$ cat config.mk
export PLATFORM = sky130hd
export DESIGN_NAME = pixel_format_to_rgb_converter
export DESIGN_NICKNAME = d
export VERILOG_FILES = /design/src/rtl/pfrgb_pkg.sv /design/src/rtl/pixel_format_to_rgb_converter.sv /design/src/rtl/pfrgb_cfg.sv /design/src/rtl/pfrgb_convert.sv
export SDC_FILE = /design/constraint.sdc
export NUM_CORES = 1
export LEC_CHECK = 0
export BUFFER_PORTS_ARGS = -buffer_cell sky130_fd_sc_hd__buf_2
export CAP_MARGIN = 5
export CORE_AREA = 2 2 244 246
export DETAILED_ROUTE_END_ITERATION = 6
export DIE_AREA = 0 0 246 248
export GPL_ROUTABILITY_DRIVEN = 0
export PLACE_DENSITY_LB_ADDON = 0.12
export RECOVER_POWER = 25
export SYNTH_ARGS = -nofsm -noshare
export SYNTH_HDL_FRONTEND = slang
export SYNTH_SLANG_ARGS = --single-unit
$ cat constraint.sdc
create_clock -name clk_i -period 16.1 [get_ports clk_i]
set_input_delay 2.415 -clock clk_i [delete_from_list [all_inputs] [get_ports clk_i]]
set_output_delay 2.415 -clock clk_i [all_outputs]
set_load 0.005 [all_outputs]
$ cat src/rtl/pfrgb_pkg.sv
// Shared types, constants and lookup tables for the pixel format to RGB converter.
package pfrgb_pkg;

  localparam int FRAC_BITS = 12;
  localparam int CH_W      = FRAC_BITS + 1;           // 0..1.0 inclusive
  localparam int TERM_W    = CH_W + 1;                // signed chroma term
  localparam int SUM_W     = CH_W + 3;                // signed channel sum
  localparam int ONE       = 1 << FRAC_BITS;
  localparam int HALF      = ONE / 2;

  localparam int BYTE_W       = 8;
  localparam int FMT_W        = 4;
  localparam int CFG_IDX_W    = 4;
  localparam int CFG_DATA_W   = FMT_W;
  localparam int IN_TDATA_W   = 4 * BYTE_W;
  localparam int OUT_TDATA_W  = ((3 * CH_W + 7) / 8) * 8;

  // BT.709 coefficients in Q16
  localparam longint COEF_RV = 103206;
  localparam longint COEF_GU = 12275;
  localparam longint COEF_GV = 30677;
  localparam longint COEF_BU = 121609;

  typedef enum logic [FMT_W-1:0] {
    FMT_RGBA = 4'd0,
    FMT_BGRA = 4'd1,
    FMT_BGRX = 4'd2,
    FMT_NV12 = 4'd3,
    FMT_I420 = 4'd4,
    FMT_I40A = 4'd5,
    FMT_I422 = 4'd6,
    FMT_YUY2 = 4'd7,
    FMT_UYVY = 4'd8,
    FMT_YVYU = 4'd9
  } pixel_format_e;

  typedef enum logic [CFG_IDX_W-1:0] {
    REG_PIXEL_FORMAT = 4'd0,
    REG_FULL_RANGE   = 4'd1
  } cfg_reg_e;

  typedef struct packed {
    logic [FMT_W-1:0] pixel_format;
    logic             full_range_mode;
  } cfg_t;

  typedef struct packed {
    logic [CH_W-1:0] blue;
    logic [CH_W-1:0] green;
    logic [CH_W-1:0] red;
  } rgb_t;

  typedef logic [255:0][CH_W-1:0]   chan_lut_t;
  typedef logic [255:0][TERM_W-1:0] term_lut_t;

  // round(c * ONE / 255)
  function automatic chan_lut_t build_scale_lut();
    chan_lut_t lut;
    longint    v;
    for (int i = 0; i < 256; i++) begin
      v      = (longint'(i) * ONE + 127) / 255;
      lut[i[7:0]] = CH_W'(v);
    end
    return lut;
  endfunction

  // limited-range luma: floor at 16, round((Y - 16) * ONE / 219)
  function automatic chan_lut_t build_luma_lut();
    chan_lut_t lut;
    longint    v;
    for (int i = 0; i < 256; i++) begin
      if (i < 16) v = 0;
      else        v = (longint'(i - 16) * ONE + 109) / 219;
      lut[i[7:0]] = CH_W'(v);
    end
    return lut;
  endfunction

  // coef * (scaled chroma - 0.5), rounded half away from zero
  function automatic term_lut_t build_term_lut(input longint coef);
    term_lut_t lut;
    longint    u;
    longint    mag;
    longint    p;
    for (int i = 0; i < 256; i++) begin
      u   = (longint'(i) * ONE + 127) / 255 - HALF;
      mag = (u < 0) ? -u : u;
      p   = (coef * mag + 32768) >>> 16;
      lut[i[7:0]] = TERM_W'((u < 0) ? -p : p);
    end
    return lut;
  endfunction

  localparam chan_lut_t SCALE_LUT = build_scale_lut();
  localparam chan_lut_t LUMA_LUT  = build_luma_lut();
  localparam term_lut_t RV_LUT    = build_term_lut(COEF_RV);
  localparam term_lut_t GU_LUT    = build_term_lut(COEF_GU);
  localparam term_lut_t GV_LUT    = build_term_lut(COEF_GV);
  localparam term_lut_t BU_LUT    = build_term_lut(COEF_BU);

  localparam logic signed [SUM_W-1:0] ONE_S = SUM_W'(ONE);

  function automatic logic signed [SUM_W-1:0] ext_chan(input logic [CH_W-1:0] c);
    return $signed({{(SUM_W-CH_W){1'b0}}, c});
  endfunction

  function automatic logic signed [SUM_W-1:0] ext_term(input logic [TERM_W-1:0] t);
    return $signed({{(SUM_W-TERM_W){t[TERM_W-1]}}, t});
  endfunction

  function automatic logic [CH_W-1:0] saturate(input logic signed [SUM_W-1:0] v);
    logic [CH_W-1:0] r;
    if (v < 0)          r = '0;
    else if (v > ONE_S) r = CH_W'(ONE);
    else                r = v[CH_W-1:0];
    return r;
  endfunction

endpackage

$ cat src/rtl/pixel_format_to_rgb_converter.sv
// Top level of the pixel format to RGB converter: stream handshake and pipeline registers.
//
// Usage:
//   Slave stream s_axis carries the raw bytes fetched for one source pixel;
//   s_axis_tuser holds the source column parity. Master stream m_axis
//   returns red, green and blue in Q12 (4096 = 1.0), one transfer out for
//   each transfer in, in order.
//   pixel_format and full_range_mode are written through cfg_we_i/cfg_idx_i/
//   cfg_data_i (index 0 format, 1 range, other indexes ignored); write them
//   only while no pixel is in flight.
// Timing:
//   Two register stages: input register, then conversion logic feeding the
//   result register; m_axis_tvalid rises once the pixel reaches the result
//   register. One pixel per cycle while the output is not stalled, limited
//   only by the table lookups, adds and saturation between the two registers.
// Reset:
//   rst_ni low empties both stages and sets format RGBA, limited range.
// Backpressure:
//   When m_axis_tready is low the result holds; the input stage still takes
//   one more pixel, then s_axis_tready drops until the output drains.
module pixel_format_to_rgb_converter
  import pfrgb_pkg::*;
(
  input  logic                   clk_i,
  input  logic                   rst_ni,
  // config write port
  input  logic                   cfg_we_i,
  input  logic [CFG_IDX_W-1:0]   cfg_idx_i,
  input  logic [CFG_DATA_W-1:0]  cfg_data_i,
  // input pixel stream
  input  logic                   s_axis_tvalid,
  output logic                   s_axis_tready,
  // tdata: byte_zero[7:0], byte_one[15:8], byte_two[23:16], byte_three[31:24]
  input  logic [IN_TDATA_W-1:0]  s_axis_tdata,
  // tuser: odd_column[0]
  input  logic                   s_axis_tuser,
  // output RGB stream
  output logic                   m_axis_tvalid,
  input  logic                   m_axis_tready,
  // tdata: red[12:0], green[25:13], blue[38:26], zero pad above
  output logic [OUT_TDATA_W-1:0] m_axis_tdata
);

  cfg_t cfg;
  rgb_t rgb;

  // stage 1: input register
  logic                  in_valid_q, in_valid_d;
  logic [IN_TDATA_W-1:0] in_data_q;
  logic                  in_odd_q;
  // stage 2: result register
  logic                  out_valid_q, out_valid_d;
  rgb_t                  out_rgb_q;

  logic advance;   // stage 1 moves into stage 2
  logic in_xfer;

  pfrgb_cfg u_cfg (
    .clk_i      (clk_i),
    .rst_ni     (rst_ni),
    .cfg_we_i   (cfg_we_i),
    .cfg_idx_i  (cfg_idx_i),
    .cfg_data_i (cfg_data_i),
    .cfg_o      (cfg)
  );

  assign advance       = !out_valid_q || m_axis_tready;
  assign s_axis_tready = !in_valid_q || advance;
  assign in_xfer       = s_axis_tvalid && s_axis_tready;

  always_comb begin
    in_valid_d  = in_valid_q;
    out_valid_d = out_valid_q;
    if (advance) begin
      out_valid_d = in_valid_q;
      in_valid_d  = 1'b0;
    end
    if (in_xfer) in_valid_d = 1'b1;
  end

  always_ff @(posedge clk_i or negedge rst_ni) begin
    if (!rst_ni) begin
      in_valid_q  <= 1'b0;
      out_valid_q <= 1'b0;
    end else begin
      in_valid_q  <= in_valid_d;
      out_valid_q <= out_valid_d;
    end
  end

  // payload registers, no reset needed
  always_ff @(posedge clk_i) begin
    if (in_xfer) begin
      in_data_q <= s_axis_tdata;
      in_odd_q  <= s_axis_tuser;
    end
    if (advance && in_valid_q) begin
      out_rgb_q <= rgb;
    end
  end

  pfrgb_convert u_convert (
    .cfg_i        (cfg),
    .byte_zero_i  (in_data_q[0*BYTE_W +: BYTE_W]),
    .byte_one_i   (in_data_q[1*BYTE_W +: BYTE_W]),
    .byte_two_i   (in_data_q[2*BYTE_W +: BYTE_W]),
    .byte_three_i (in_data_q[3*BYTE_W +: BYTE_W]),
    .odd_column_i (in_odd_q),
    .rgb_o        (rgb)
  );

  assign m_axis_tvalid = out_valid_q;
  assign m_axis_tdata  = {{(OUT_TDATA_W-3*CH_W){1'b0}},
                          out_rgb_q.blue, out_rgb_q.green, out_rgb_q.red};

endmodule

$ cat src/rtl/pfrgb_cfg.sv
// Configuration register file: pixel format and luma range.
module pfrgb_cfg
  import pfrgb_pkg::*;
(
  input  logic                  clk_i,
  input  logic                  rst_ni,
  input  logic                  cfg_we_i,
  input  logic [CFG_IDX_W-1:0]  cfg_idx_i,
  input  logic [CFG_DATA_W-1:0] cfg_data_i,
  output cfg_t                  cfg_o
);

  logic [FMT_W-1:0] fmt_q, fmt_d;
  logic             full_q, full_d;

  always_comb begin
    fmt_d  = fmt_q;
    full_d = full_q;
    if (cfg_we_i) begin
      if (cfg_idx_i == REG_PIXEL_FORMAT) fmt_d  = cfg_data_i[FMT_W-1:0];
      if (cfg_idx_i == REG_FULL_RANGE)   full_d = cfg_data_i[0];
    end
  end

  always_ff @(posedge clk_i or negedge rst_ni) begin
    if (!rst_ni) begin
      fmt_q  <= FMT_RGBA;
      full_q <= 1'b0;
    end else begin
      fmt_q  <= fmt_d;
      full_q <= full_d;
    end
  end

  assign cfg_o.pixel_format    = fmt_q;
  assign cfg_o.full_range_mode = full_q;

endmodule

$ cat src/rtl/pfrgb_convert.sv
// Combinational byte swizzle, BT.709 YUV to RGB conversion and saturation.
module pfrgb_convert
  import pfrgb_pkg::*;
(
  input  cfg_t              cfg_i,
  input  logic [BYTE_W-1:0] byte_zero_i,
  input  logic [BYTE_W-1:0] byte_one_i,
  input  logic [BYTE_W-1:0] byte_two_i,
  input  logic [BYTE_W-1:0] byte_three_i,
  input  logic              odd_column_i,
  output rgb_t              rgb_o
);

  typedef enum logic [1:0] {
    PATH_ZERO,
    PATH_RGB,
    PATH_YUV
  } path_e;

  path_e             path;
  logic [BYTE_W-1:0] r_byte, g_byte, b_byte;
  logic [BYTE_W-1:0] y_byte, u_byte, v_byte;
  logic [CH_W-1:0]   y_val;
  logic signed [SUM_W-1:0] y_s, r_sum, g_sum, b_sum;

  // byte routing per format
  always_comb begin
    path   = PATH_ZERO;
    r_byte = byte_zero_i;
    g_byte = byte_one_i;
    b_byte = byte_two_i;
    y_byte = byte_zero_i;
    u_byte = byte_one_i;
    v_byte = byte_two_i;
    unique case (cfg_i.pixel_format)
      FMT_RGBA: path = PATH_RGB;
      FMT_BGRA, FMT_BGRX: begin
        path   = PATH_RGB;
        r_byte = byte_two_i;
        b_byte = byte_zero_i;
      end
      FMT_NV12, FMT_I420, FMT_I40A, FMT_I422: path = PATH_YUV;
      FMT_YUY2: begin
        path   = PATH_YUV;
        y_byte = odd_column_i ? byte_two_i : byte_zero_i;
        v_byte = byte_three_i;
      end
      FMT_UYVY: begin
        path   = PATH_YUV;
        y_byte = odd_column_i ? byte_three_i : byte_one_i;
        u_byte = byte_zero_i;
      end
      FMT_YVYU: begin
        path   = PATH_YUV;
        y_byte = odd_column_i ? byte_two_i : byte_zero_i;
        u_byte = byte_three_i;
        v_byte = byte_one_i;
      end
      default: path = PATH_ZERO;
    endcase
  end

  assign y_val = cfg_i.full_range_mode ? SCALE_LUT[y_byte] : LUMA_LUT[y_byte];
  assign y_s   = ext_chan(y_val);
  assign r_sum = y_s + ext_term(RV_LUT[v_byte]);
  assign g_sum = y_s - ext_term(GU_LUT[u_byte]) - ext_term(GV_LUT[v_byte]);
  assign b_sum = y_s + ext_term(BU_LUT[u_byte]);

  always_comb begin
    unique case (path)
      PATH_RGB: begin
        rgb_o.red   = SCALE_LUT[r_byte];
        rgb_o.green = SCALE_LUT[g_byte];
        rgb_o.blue  = SCALE_LUT[b_byte];
      end
      PATH_YUV: begin
        rgb_o.red   = saturate(r_sum);
        rgb_o.green = saturate(g_sum);
        rgb_o.blue  = saturate(b_sum);
      end
      default: rgb_o = '0;
    endcase
  end

endmodule

==> results of run 1 <==
==> placed cells by master, fill, tap and decap left out, drive strengths merged, types with 15 or more instances in the layout <==
cell / netlist / routed
a211oi: 94 / 94
a21o: 20 / 20
a21oi: 296 / 296
a221oi: 28 / 28
a22oi: 23 / 23
a311oi: 32 / 32
a31oi: 66 / 66
and2: 18 / 18
buf: 57 / 121
clkbuf: 222 / 33
edfxtp: 72 / 72
fa: 16 / 16
ha: 103 / 103
inv: 78 / 82
mux2: 20 / 20
mux2i: 29 / 29
nand2: 346 / 346
nand2b: 18 / 18
nand3: 77 / 77
nand4: 18 / 18
nor2: 294 / 294
nor3: 68 / 68
o2111ai: 15 / 15
o211ai: 75 / 75
o21ai: 309 / 309
o221ai: 27 / 27
o22ai: 51 / 51
o311ai: 42 / 42
o31ai: 17 / 17
xnor2: 38 / 38
==> kinds of logic (layout without fill, tap and decap cells) <==
group	count (synthesis)	count (layout)	synth area share [%]
AOI/OAI and AO/OA	1206	1206	42.1
and+or+nand+nor	910	910	21.6
buffers and inverters	360	242	7.45
adders and majority gates	119	119	8.72
DFF	92	92	14.1
muxes	56	56	3.67
xor gates and xnor gates	49	49	2.37
other	1	1	0.0203
==> worst max-delay path by stage <==
stage,to,cells past startpoint
2_1_floorplan,m_axis_tdata[27],31
3_3_place_gp,m_axis_tdata[1],28
3_5_place_dp,m_axis_tdata[2],28
4_1_cts,m_axis_tdata[2],28
5_1_grt,m_axis_tdata[2],28
6_report,m_axis_tdata[34],28
==> Yosys cell counts, types with 15 or more instances <==
cell       number  area share, %
o21ai_0       309            8.4
a21oi_1       296            8.0
a21o_1         20           0.81
o311ai_0       42            2.0
mux2i_1        29            1.6
a31oi_1        66            2.2
nand2b_1       18           0.61
a211oi_1       94            3.8
nand4_1        18           0.61
a221oi_1       26            1.2
ha_1          103            7.0
o31ai_1        17           0.69
nor2_1        294            6.0
nor3_1         68            1.8
xnor2_1        37            1.8
nand3_1        77            2.1
edfxtp_1       72             12
a311oi_1       31            1.5
a22oi_1        23           0.94
and2_1         16           0.54
mux2_2         19            1.2
o22ai_1        51            1.7
inv_1          73            1.5
clkbuf_1      222            4.5
o2111ai_1      15           0.71
nand2_1       346            7.0
o211ai_1       75            3.1
buf_1          48           0.98
fa_1           16            1.7
o221ai_1       27            1.3
==> layout make-up <==
| class | count | area, µm² | area share (%) |
|---|---|---|---|
| flip-flops and latches | 92 | 2600 | 13.2 |
| inverters | 81 | 304 | 1.55 |
| clock buffers | 9 | 225 | 1.15 |
| multi-input cells | 2341 | 14600 | 74.4 |
| repair buffers | 145 | 843 | 4.30 |
| clock inverters | 7 | 90.1 | 0.459 |
| well taps | 773 | 967 | 4.93 |
==> per-stage QoR <==
| step | utilization [%] | instance area [µm²] | cells | total power [mW] |
|---|---|---|---|---|
| final | 33.5 | 19600 | 3448 | 3.35 |
| after global routing | 33.5 | 19600 | 3448 | 3.61 |
| after CTS | 33.6 | 19600 | 3448 | 3.30 |
| after detailed placement | 33.1 | 19300 | 3432 | 3.07 |
| after global placement | 33.1 | 19300 | 3432 | 3.07 |
| after floorplan | - | 18400 | 2793 | 2.23 |
==> report_power, final <==
part | leakage, nW | total [mW] | internal, mW | switching [mW]
Combinational | 5.89 | 2.80 | 0.919 | 1.88
Clock | 0.156 | 0.226 | 0.125 | 0.101
Sequential | 0.899 | 0.325 | 0.294 | 0.0308
Total | 6.95 | 3.35 | 1.34 | 2.01
==> critical path, delay by kind of cell, from the launching register on <==
| kind | cells | cell delay, ns |
|---|---|---|
| adder cells (fa/ha/maj) | 3 | 1.33 |
| AND/OR/NAND/NOR | 5 | 2.27 |
| AO/OA/AOI/OAI | 18 | 4.68 |
| flip-flops | 1 | 0.91 |
| buffers and inverters | 2 | 0.65 |
==> per-layer routing <==
| metal | vias up | global-route usage [%] |
|---|---|---|
| met4 | 0 | 6.90 |
| met5 | - | 0 |
| met3 | 160 | 2.31 |
| met1 | 10910 | 38.5 |
| li1 | 10341 | - |
| met2 | 1311 | 42.0 |
==> results.cfg, run 1 <==
[final_layout]
n_antenna_cell = 0
syn_to_final_growth_pct = 6.33
layout.nets = 2835
nFillCells = 6443
drive_above_1_share_pct = 7.70

[setup_path]
reg2reg_from = u_cfg.fmt_q[0]
startpoint_type = flop
cp-end-kind = flop
max_stage_delay_ns = 0.91
cp.arrival_ns = 10.21
regToRegSetupSlack_ns = 6.06
cp.required_ns = 16.27
crit-reg2reg-capture = m_axis_tdata[34]
worst_r2r_path_depth = 28
cp_slowest_cell = dfrtp_1
startpoint = u_cfg.fmt_q[0]
crit_fanout = 24
worstSetupPathType = reg -> reg
cpMostUsedCell = o21ai_0

[job]
cap_violations = 0

[clock_network]
htree_levels = 3
cts_setup_buffers = 0
path_clk_slew_ns = 0.07
cts_buffers = 9
cts_hold_buf = 0
cts_tree = yes
cts_resized = 0
cts_num_sinks = 92
insertion_delay_ns = 0.35
cts_buffer_depth = 2
cts_root_buf = clkbuf_16

[sta]
hold_violations = 0
drv_slew = 0
fin_setup_tns_ns = 0
finalCriticalPeriod_ns = 10.04
skew_ns = 0.0150
setup_viol = 0
rsz0062_at_grt = false
setup_ws_ns = 6.06
max_freq_mhz = 99.6
slew_headroom_pct = 18.1
fin_crit_sh_pct = 62.4
tightest_slew_ns = 1.22
hold_slack_ns = 0.509

[grt]
grt_pass1_vias = 20619
grt_pass1_wl_um = 129000
grt_max_degree = 71
track_usage_pct = 26.6
antenna_found_initial = 0
overflow = 0

[route]
drtIter0Drc = 2637
num_vias = 22722
route.met2.wl_um = 37800
drt_wl_total_um = 84300
dr_wl_met3_um = 6750
via_per_inst = 6.59
drt_first_pass_iters = 6
ant_nets = 0
wl_per_cell_um = 24.4
drc = 0
topRoutingLayerUsed = met4
met1_length_um = 37600

[synthesis]
ys_types = 85
syn_area_mm2 = 0.0184
synthesis.nets = 2958
syn_inst = 2793
synth_edf_count = 72
synth-main-ff-cell = edfxtp_1
async_flop_share_pct = 7.61
yosysSeqAreaShare_pct = 14.1
synth-seq-cells = 92
avgSynthCellArea_um2 = 6.60
yosys_warnings = 0

[power]
ir_worst_vdd_mv = 0.0830
leakagePower_nw = 6.95
p_per_area_mw_per_mm2 = 171

[floorplanning]
core_region_area_mm2 = 0.0585
ioPinCount = 88
dieArea_mm2 = 0.0610
start_util_pct = 31.5
num_rows = 89
dieHeight_um = 248
die_x_um = 246

[placed_design]
dp_slack_ns = 6.30
hpwl_um = 58400
portBuffers = 86

[worst_hold_path]
hp-class = reg -> reg
holdPathStages = 1
worstHoldEndpoint = m_axis_tvalid
hold_start = in_valid_q

[run_status]
status = finished clean
Power figures use the tool's default switching activity.
==> run 2, diff against run 1 <==
- ABC_AREA: default -> 1
- CORE_AREA: 2 2 244 246 -> 2 2 234 236
- DIE_AREA: 0 0 246 248 -> 0 0 236 238
- clock period: 16.1 -> 10.5 ns (I/O delays scaled with it)
==> run 2 against run 1 <==
The run now ends with design-rule violations, max-capacitance violations, max-slew violations left. Clock skew fell by 0.0079 ns. Clock-buffer cell count up 4. Worst hold slack better by 0.013 ns. Sequential power rose by 45%. Critical path depth rose by 11. Cell count up 3.9%. Sequential share of layout area grew 0.82 points. Flip-flop and latch count unchanged. Non-clock buffer count is 12 lower. Critical path type unchanged. Critical endpoint is now m_axis_tdata[23]. Largest power group unchanged.
==> results.cfg, run 2 <==
[route]
drt_first_pass_iters = 7
drtIter0Drc = 3208
ant_nets = 0
drt_wl_total_um = 76800
drc = 5
via_per_inst = 5.98
wl_per_cell_um = 21.4
num_vias = 21402

[clock_network]
cts_root_buf = clkbuf_16
cts_setup_buffers = 0
cts_num_sinks = 92
cts_buffers = 9
htree_levels = 3
cts_tree = yes
cts_buffer_depth = 2
insertion_delay_ns = 0.36
cts_hold_buf = 0
path_clk_slew_ns = 0.06
cts_resized = 0

[run_status]
violations = design-rule violations, max-capacitance violations, max-slew violations
status = complete, but fails checks

[sta]
fin_setup_tns_ns = 0
finalCriticalPeriod_ns = 8.58
skew_ns = 0.00716
drv_slew = 40
max_freq_mhz = 117
tightest_slew_ns = 2.31
rsz0062_at_grt = false
setup_viol = 0
fin_crit_sh_pct = 81.7
slew_headroom_pct = -53.9
hold_violations = 0
hold_slack_ns = 0.522

[floorplanning]
ioPinCount = 88
die_x_um = 236
num_rows = 85
core_region_area_mm2 = 0.0535
start_util_pct = 31.7
dieArea_mm2 = 0.0562
dieHeight_um = 238

[setup_path]
crit_fanout = 15
startpoint_type = flop
cpMostUsedCell = nand2_1
max_stage_delay_ns = 1.15
cp_slowest_cell = a21oi_1
cp-end-kind = flop
critPathTopFamily = compound AO/OA/AOI/OAI gates
worstSetupPathType = reg -> reg
crit_buf_inv = 8
cp.required_ns = 10.59
cp.arrival_ns = 8.67

[synthesis]
synthesis.nets = 3044
yosysMostFrequentCell = nand2_1
avgSynthCellArea_um2 = 5.90
yosysSeqAreaShare_pct = 15.3
synth-main-ff-cell = edfxtp_1
ys_types = 67
async_flop_share_pct = 7.61
synth_area_leaders = nand2_1, edfxtp_1, o21ai_0
synth_top_area_share_pct = 14.7
synthTopCellsByCount = nand2_1, inv_1, nor2_1
syn_inst = 2879
synth_edf_count = 72
syn_area_mm2 = 0.0170
synth_top_cell_by_area = nand2_1
synth-seq-cells = 92
yosys_warnings = 0

[final_layout]
syn_to_final_growth_pct = 8.77
layout.nets = 3045
multi_input_area_mm2 = 0.0125
most-common-layout-cells = nand2_1, inv_1, nor2_1
nFillCells = 5990
final_common_cell = nand2_1
seqCellArea_mm2 = 0.00260
n_antenna_cell = 0
drive_above_1_share_pct = 7.56

[job]
cap_violations = 1

[grt]
grt_max_degree = 58
grt_pass1_wl_um = 118000
track_usage_pct = 26.4
antenna_found_initial = 0
grt_pass1_vias = 19926
overflow = 0

[placed_design]
portBuffers = 86
hpwl_um = 58200

[power]
ir_worst_vdd_mv = 0.144
p_per_area_mw_per_mm2 = 234
leakagePower_nw = 8.24
power.total_mw = 4.31

[worst_hold_path]
hp-class = reg -> reg
==> run 2: cell count changes after synthesis, sizes merged, moves of 49 or more <==
cell / before / now
nor2: 294 / 343
a211oi: 94 / 17
inv: 78 / 365
nand3: 77 / 153
nand2: 346 / 688
clkbuf: 222 / 101
==> run 2: stage by stage <==
step / area, µm² / util [%] / std cells / worst slack, ns
6_report: 18500 / 34.5 / 3581 / 1.92
2_1_floorplan: 17000 / - / 2879 / 4.23
3_3_place_gp: 18200 / 34.0 / 3565 / 2.19
4_1_cts: 18500 / 34.6 / 3581 / 2.10
5_1_grt: 18500 / 34.5 / 3581 / 1.10
3_5_place_dp: 18200 / 34.0 / 3565 / 2.13
==> run 2: worst paths after layout <==
check	to	from	slack [ns]	cells after the start
max	m_axis_tdata[23]	u_cfg.fmt_q[3]	1.92	39
min	m_axis_tvalid	in_valid_q	0.52	2
max reg2reg	m_axis_tdata[23]	u_cfg.fmt_q[3]	1.92	39
min reg2reg	m_axis_tvalid	in_valid_q	0.52	2
max in group asynchronous	u_cfg.full_q	rst_ni	8.96	1
min in group asynchronous	u_cfg.fmt_q[0]	rst_ni	1.18	1
==> run 2: cell families after synthesis <==
logic type	Yosys count	synth area share, %
flops	92	15.3
simple gates	1262	30.9
mux	1	0.0663
buf+inv	516	11.6
other cells	1	0.0221
compound gates	852	30.8
fa+ha+maj	119	9.48
xor+xnor	36	1.86
==> run 2: power by group <==
part | internal, mW | switching (mW)
Sequential | 0.445 | 0.0258
Clock | 0.205 | 0.142
Combinational | 1.06 | 2.43
==> run 2: worst reg2reg max path: cells and delay by family (launching register included) <==
kind,cells,cell delay (ns)
compound gates,12,3.27
fa+ha+maj,3,1.19
simple gates,15,1.75
buf+inv,8,1.50
flops,1,0.43
xor+xnor,1,0.18
==> run 2: metal layers <==
layer / track usage (%) / up-vias / routed length, µm
met2: 42.9 / 1375 / 34400
met4: 10.6 / 0 / 3010
met5: 0 / - / 0
met3: 3.79 / 196 / 7640
met1: 35.2 / 9928 / 31700
li1: - / 9903 / -
==> run 2: layout make-up <==
type | instances | share of cell area, %
clock buffer | 13 | 1.47
clock inverter | 3 | 0.224
inverter | 373 | 7.58
multi-input combinational | 2271 | 67.8
sequential | 92 | 14.1
tap | 696 | 4.72
timing repair buffer | 133 | 4.16
